### config.mk
export PLATFORM = sky130hd
export DESIGN_NAME = insertion_sorter_unit
export DESIGN_NICKNAME = d
export VERILOG_FILES = /design/src/isort_pkg.sv /design/src/insertion_sorter_unit.sv /design/src/isort_cell.sv
export VERILOG_INCLUDE_DIRS = /design/src /design/src/src
export SDC_FILE = /design/constraint.sdc
export NUM_CORES = 2
export LEC_CHECK = 0
export ABC_CLOCK_PERIOD_IN_PS = 5850
export BUFFER_PORTS_ARGS = -buffer_cell sky130_fd_sc_hd__buf_2
export CORE_ASPECT_RATIO = 0.7
export CORE_MARGIN = 2
export CORE_UTILIZATION = 27
export CTS_CLUSTER_DIAMETER = 100
export DETAILED_ROUTE_END_ITERATION = 7
export GPL_TIMING_DRIVEN = 0
export SYNTH_ARGS = -nofsm -noshare
export SYNTH_HDL_FRONTEND = slang
export SYNTH_SLANG_ARGS = --single-unit
### constraint.sdc
create_clock -name clk -period 5.85 [get_ports clk]
set_input_delay 1.17 -clock clk [delete_from_list [all_inputs] [get_ports clk]]
set_output_delay 1.17 -clock clk [all_outputs]
set_load 0.02 [all_outputs]
### src/insertion_sorter_unit_assert.svh
// Assertion macros shared by the insertion sorter RTL.
// Needs a clock named clk and a reset named rst in the including scope.
`ifndef INSERTION_SORTER_UNIT_ASSERT_SVH
`define INSERTION_SORTER_UNIT_ASSERT_SVH

`ifndef ASSERT_OFF
`define ISU_ASSERT(label, prop) \
  label: assert property (@(posedge clk) disable iff (rst) (prop)) \
    else $error("insertion_sorter_unit: assertion failed");
`define ISU_ASSERT_RST(label, prop) \
  label: assert property (@(posedge clk) (prop)) \
    else $error("insertion_sorter_unit: reset assertion failed");
`else
`define ISU_ASSERT(label, prop)
`define ISU_ASSERT_RST(label, prop)
`endif

`endif

### src/isort_pkg.sv
// Shared types and constants for the insertion sorter.
// No dependencies; used by isort_cell and insertion_sorter_unit.
`timescale 1ns / 1ps
`default_nettype none
package isort_pkg;

  localparam int VALUE_W = 32;

  typedef logic signed [VALUE_W-1:0] value_t;

  // Control broadcast from the top level to every cell of the chain.
  typedef struct packed {
    logic   ins_en;    // insert din into the sorted chain
    logic   drain_en;  // shift the chain one place toward cell 0
    value_t din;       // value being inserted
  } cell_ctl_t;

endpackage
`default_nettype wire

### src/insertion_sorter_unit.sv
// Insertion sorter: each value is inserted in place; after the final item, one result per cycle while not stalled.
// Throughput: one value per cycle while not draining; a set of values then drains with ready low.
// Each insert updates every cell of the chain at once, so the cell chain sets the rate.
// Reset (rst, synchronous, active high) empties the chain and clears the overflow flag.
// Depends on isort_pkg, isort_cell and insertion_sorter_unit_assert.svh.
`timescale 1ns / 1ps
`default_nettype none
`include "insertion_sorter_unit_assert.svh"
module insertion_sorter_unit
  import isort_pkg::*;
#(
  parameter int CAPACITY = 16
) (
  input  logic               clk,
  input  logic               rst,
  // Input stream of values to be sorted.
  input  logic               s_axis_tvalid,
  output logic               s_axis_tready,
  input  logic [VALUE_W-1:0] s_axis_tdata,   // [31:0] value (signed)
  input  logic               s_axis_tlast,   // final_item
  // Output stream of sorted values.
  output logic               m_axis_tvalid,
  input  logic               m_axis_tready,
  output logic [VALUE_W-1:0] m_axis_tdata,   // [31:0] sorted_value (signed)
  output logic               m_axis_tlast,   // run_end
  output logic               m_axis_tuser    // [0] overflow
);

  // The sorted store is a chain of CAPACITY cells kept in ascending order,
  // with valid bits forming a contiguous run starting at cell 0. An insert
  // broadcasts the new value; every greater entry moves up one cell and the
  // new value drops into the gap, all in the same update.

  logic              draining;
  logic              dropped;
  cell_ctl_t         ctl;
  logic              in_xfer;
  logic              out_xfer;
  logic              full;
  logic [CAPACITY-1:0] cell_valid;
  logic [CAPACITY-1:0] cell_greater;
  value_t            cell_value [CAPACITY];

  // While a set drains, no new transaction is taken on the input side.
  assign s_axis_tready = !draining;
  assign in_xfer       = s_axis_tvalid && s_axis_tready;
  assign out_xfer      = m_axis_tvalid && m_axis_tready;
  // The top cell holding an entry means the store is full.
  assign full          = cell_valid[CAPACITY-1];

  // Values that arrive while full are dropped and only mark the overflow.
  assign ctl.ins_en   = in_xfer && !full;
  assign ctl.drain_en = out_xfer;
  assign ctl.din      = s_axis_tdata;

  for (genvar i = 0; i < CAPACITY; i++) begin : g_cell
    logic   p_valid;
    logic   p_greater;
    value_t p_value;
    logic   n_valid;
    value_t n_value;

    if (i == 0) begin : g_first
      assign p_valid   = 1'b1;
      assign p_greater = 1'b0;
      assign p_value   = '0;
    end else begin : g_mid
      assign p_valid   = cell_valid[i-1];
      assign p_greater = cell_greater[i-1];
      assign p_value   = cell_value[i-1];
    end

    if (i == CAPACITY - 1) begin : g_last
      assign n_valid = 1'b0;
      assign n_value = '0;
    end else begin : g_below
      assign n_valid = cell_valid[i+1];
      assign n_value = cell_value[i+1];
    end

    isort_cell u_cell (
      .clk          (clk),
      .rst          (rst),
      .ctl          (ctl),
      .prev_valid   (p_valid),
      .prev_greater (p_greater),
      .prev_value   (p_value),
      .next_valid   (n_valid),
      .next_value   (n_value),
      .valid        (cell_valid[i]),
      .greater      (cell_greater[i]),
      .value        (cell_value[i])
    );
  end

  // Results come straight from cell 0, which is a register; the chain only
  // shifts when the downstream side takes a transaction, so a stall holds
  // every output steady. The last result is the one with no entry above it.
  assign m_axis_tvalid = draining && cell_valid[0];
  assign m_axis_tdata  = cell_value[0];
  assign m_axis_tlast  = !cell_valid[1];
  assign m_axis_tuser  = dropped;

  always_ff @(posedge clk) begin
    if (rst) begin
      draining <= 1'b0;
      dropped  <= 1'b0;
    end else begin
      if (in_xfer && full) begin
        dropped <= 1'b1;
      end
      if (in_xfer && s_axis_tlast) begin
        draining <= 1'b1;
      end
      if (out_xfer && m_axis_tlast) begin
        draining <= 1'b0;
        dropped  <= 1'b0;
      end
    end
  end

  // Occupied cells always form one run starting at cell 0.
  `ISU_ASSERT(a_valid_run, ((cell_valid >> 1) & ~cell_valid) == '0)
  // A drain never finds the chain empty.
  `ISU_ASSERT(a_drain_nonempty, draining |-> cell_valid[0])
  // An accepted value that fits grows the store by exactly one entry.
  `ISU_ASSERT(a_fill_step,
    (in_xfer && !full) |=> $countones(cell_valid) == $past($countones(cell_valid)) + 1)
  // Reset leaves an empty, idle chain.
  `ISU_ASSERT_RST(a_reset_empty, rst |=> (!draining && cell_valid == '0 && !dropped))

  for (genvar j = 0; j < CAPACITY - 1; j++) begin : g_order_chk
    // Neighboring entries stay in ascending order.
    `ISU_ASSERT(a_ascending, cell_valid[j+1] |-> (cell_value[j] <= cell_value[j+1]))
  end

endmodule
`default_nettype wire

### src/isort_cell.sv
// One cell of the systolic insertion chain: holds one sorted entry.
// Depends on isort_pkg.
`timescale 1ns / 1ps
`default_nettype none
module isort_cell
  import isort_pkg::*;
(
  input  logic      clk,
  input  logic      rst,
  input  cell_ctl_t ctl,
  input  logic      prev_valid,    // lower neighbor holds an entry
  input  logic      prev_greater,  // lower neighbor moves up on this insert
  input  value_t    prev_value,
  input  logic      next_valid,    // upper neighbor holds an entry
  input  value_t    next_value,
  output logic      valid,
  output logic      greater,
  output value_t    value
);

  logic take;

  // A stored entry strictly greater than the new value moves up one place.
  assign greater = valid && (value > ctl.din);
  // The first empty cell above the valid run also takes a value.
  assign take = greater || (!valid && prev_valid);

  always_ff @(posedge clk) begin
    if (rst) begin
      valid <= 1'b0;
    end else if (ctl.drain_en) begin
      valid <= next_valid;
    end else if (ctl.ins_en && take) begin
      valid <= 1'b1;
    end
  end

  always_ff @(posedge clk) begin
    if (ctl.drain_en) begin
      value <= next_value;
    end else if (ctl.ins_en && take) begin
      value <= prev_greater ? prev_value : ctl.din;
    end
  end

endmodule
`default_nettype wire
==> summary.md <==
| Metric | Value |
|---|---|
| Synthesized area | `between 30000 and 40000 um^2` |
| Core box area | `approximately 140000 um^2` |
| Maximum vdd ir drop | `approximately 0.24 mV` |
| CP arrival | `6.01 ns` |
| Total gr overflow | `0` |
| Hold Buf Count CTS | `0` |
| Post-DP HPWL | `roughly 130000 um` |
| Worst hold stages | `2` |
| Multi-input gate area | `between 20000 and 25000 um^2` |
| Via count | `between 30000 and 40000` |
| Antenna-violating nets left | `0` |
| Post-synthesis cell count | `between 3000 and 4000` |
| Mapped Nets | `approximately 4200` |
| RSZ-0062 raised after global routing | `false` |
| I/O pin count | `73` |
| Initial Util | `27.2%` |
| CTS tree | `built` |
| Final Hold Vio Count | `0` |
| Die Area | `140000 um^2` |
| Initial antenna violation count | `6` |
| Fmax | `~0.18 GHz` |
| Reg area | `between 15000 and 20000 um^2` |
| Average cell area after synthesis | `around 10 um^2` |
| Vias in the first global route | `just over 30000` |
| CTS buffer count | `57` |
| Worst Hold End | `m_axis_tuser` |
| Startpoint types | `input port` |
| Die W | `between 400 and 500 um` |
| RePlAce Congestion | `around 0.97` |
| Reg2reg path depth | `7` |
| Sequential share of the synthesized area | `41.8%` |
| Post-synth top flop | `edfxtp_1` |
| Seq cells post-synth | `530` |
| Share of cells above drive strength 1 | `under 10%` |
| Top post-synthesis cells by area | `edfxtp_1 39%, ha_1 16%, a221o_1 9.7%` |
| R2R setup slack | `roughly 0.96 ns` |
| # fillers | `~14000` |
| Max-slew headroom | `roughly a tenth` |
| Root Driver | `clkbuf_16` |
| Via-per-instance ratio | `roughly 5.9` |
| Leak | `between 15 and 20 nW` |
| Port Buffers | `around 70` |
| Commonest non-fill, non-tap cell in the layout | `nand2_1` |
| GRT Util Overall | `approximately 22%` |
| Synth area leader | `edfxtp_1` |
| Crit. End Element | `flop` |
| P&R area growth vs syn | `13.1%` |
| Fin Clk Skew | `about 0.022 ns` |
| Critical path type | `in -> reg` |
| Worst-case clock buffer depth | `3` |
| Actual slew at the worst max-slew pin | `~1.3 ns` |
| HP Start | `m_axis_tuser` |
| Synth async-reset ratio | `0%` |
| Unique cell type count in the Yosys netlist | `approximately 60` |
| First-pass GRT wire length | `between 200000 and 250000 um` |
| Status | `finished, final reports clean` |
| Most frequent cells in the layout | `483 x nand2_1, 480 x ha_1, 480 x edfxtp_1` |
| Post-CTS resize count | `0` |
| Tcrit/Tclk final | `96.6%` |
| RR Endpoint | `g_cell[4].u_cell.value[26]` |
| Postcts setup bufs | `0` |
| Final instance area | `about 42000 um^2` |
| Initial DRC Count | `5400` |
| Pin count of the biggest net entering global routing | `33` |
| Synth warn | `0` |
| HP Class | `reg -> reg` |
| H-tree depth | `2` |
| Cell Pwr Density | `~250 nW/um^2` |
| Max-cap violations | `0` |
| Worst reg2reg path startpoint | `g_cell[0].u_cell.valid` |
| Placed cells | `roughly 5500` |
| Post-DP Area | `approximately 40000 um^2` |
| Reg clk slew, reported paths | `roughly 0.06 ns` |
| Crit-path max FO | `19` |
| Sink Count | `530` |
| Final WL | `between 150000 and 200000 um` |
| Rows | `113` |
| Worst-Skew Late Latency | `~0.67 ns` |
| Non-Filler Instances | `5650` |
| WP data required | `about 6.2 ns` |
| Die H | `around 310 um` |
| DRT Pass-1 Iters | `7` |
| Setup violation total in the final timing report | `0` |
| Detailed-route DRC error count | `0` |
| Final min period | `around 5.6 ns` |
| # nets final | `between 4000 and 5000` |
| Final slew viol count | `0` |
| WL/cell | `between 20 and 30 um` |
| Number of synthesized flops with an enable pin | `480` |
| Top cell type's share of synthesized area | `39.1%` |
[power breakdown]
group	switching (mW)	total [mW]	internal (mW)
combinational	1.13	1.82	0.689
clock	1.70	3.71	2.01
sequential	0.256	4.71	4.45
total	3.09	10.2	7.15
[layout make-up]
| class | instances | area share, % |
|---|---|---|
| multi-input combinational | 2807 | 48.0 |
| sequential | 530 | 37.0 |
| clock buffer | 87 | 4.01 |
| timing repair buffer | 84 | 1.60 |
| inverter | 86 | 0.774 |
| tap | 1782 | 5.35 |
| buffer | 251 | 2.97 |
| antenna | 2 | 0.0120 |
| clock inverter | 21 | 0.324 |
[registers in the layout, indices dropped and copies added, names as in the netlist]
register / count
g_cell.u_cell.valid: 16
draining: 1
g_cell.u_cell.value: 512
m_axis_tuser: 1
[worst max path at each step]
stage,startpoint,endpoint,slack [ns],cells after the start
finish,s_axis_tdata[28],g_cell[2].u_cell.value[27],0.20,12
global route,s_axis_tdata[28],g_cell[2].u_cell.value[27],0.09,12
CTS,s_axis_tdata[7],g_cell[10].u_cell.value[23],0.11,13
detailed placement,s_axis_tdata[7],g_cell[10].u_cell.value[5],-0.58,13
global placement,s_axis_tdata[28],g_cell[2].u_cell.value[27],-2.13,11
floorplan,s_axis_tdata[25],g_cell[1].u_cell.value[0],0.45,12
[per-layer routing]
metal / up-vias / GRT usage [%] / wire length (um)
met2: 2327 / 27.7 / 57100
met5: - / 0 / 40
met1: 16300 / 33.5 / 69600
met3: 208 / 7.52 / 25600
met4: 2 / 5.00 / 3880
li1: 14500 / - / -
[synthesized netlist by cell type (6+ instances only)]
cell / count
a211o_1: 6
a211oi_1: 34
a211oi_2: 6
a21boi_0: 8
a21o_1: 82
a21oi_1: 271
a221o_1: 359
a221oi_1: 20
a31oi_1: 38
and3_1: 41
and4_1: 15
buf_1: 15
buf_2: 27
buf_4: 7
buf_6: 31
clkbuf_1: 171
dfxtp_1: 50
edfxtp_1: 480
ha_1: 480
inv_1: 86
mux2i_1: 98
nand2_1: 483
nand2b_1: 8
nand3_1: 63
nand3b_1: 8
nand4_1: 82
nor2_1: 475
nor2b_1: 10
nor3_1: 25
nor4_1: 11
nor4_2: 6
o211ai_1: 14
o21ai_0: 97
o21ai_1: 9
[critical path, cell delays in order]
cell      delay (ns)
buf_2           0.23
inv_1           0.50
ha_1            0.54
nand3_1         0.15
nor4_1          0.94
o311ai_1        0.40
nand3_1         0.28
mux2i_4         0.48
buf_2           0.39
a21oi_1         0.12
o21ai_4         0.51
buf_16          0.25
[cell families after synthesis]
family | synth area share (%)
buf+inv | 4.23
simple gates | 14.7
flops | 41.8
mux | 3.09
fa+ha+maj | 16.3
compound gates | 19.8
[per-stage QoR]
| stage | hold slack (ns) | setup slack (ns) | TNS, ns | total power, mW | utilization (%) |
|---|---|---|---|---|---|
| after floorplan | 0.474 | 0.445 | 0 | 5.83 | - |
| after global placement | 0.458 | -2.13 | -585.14 | 6.45 | 29.1 |
| after detailed placement | 0.458 | -0.579 | -39.41 | 6.53 | 29.4 |
| after CTS | 0.479 | 0.111 | 0 | 10.2 | 30.7 |
| after global routing | 0.497 | 0.0897 | 0 | 10.5 | 30.8 |
| final | 0.479 | 0.202 | 0 | 10.2 | 30.8 |
(Power assumes the default switching activity.)
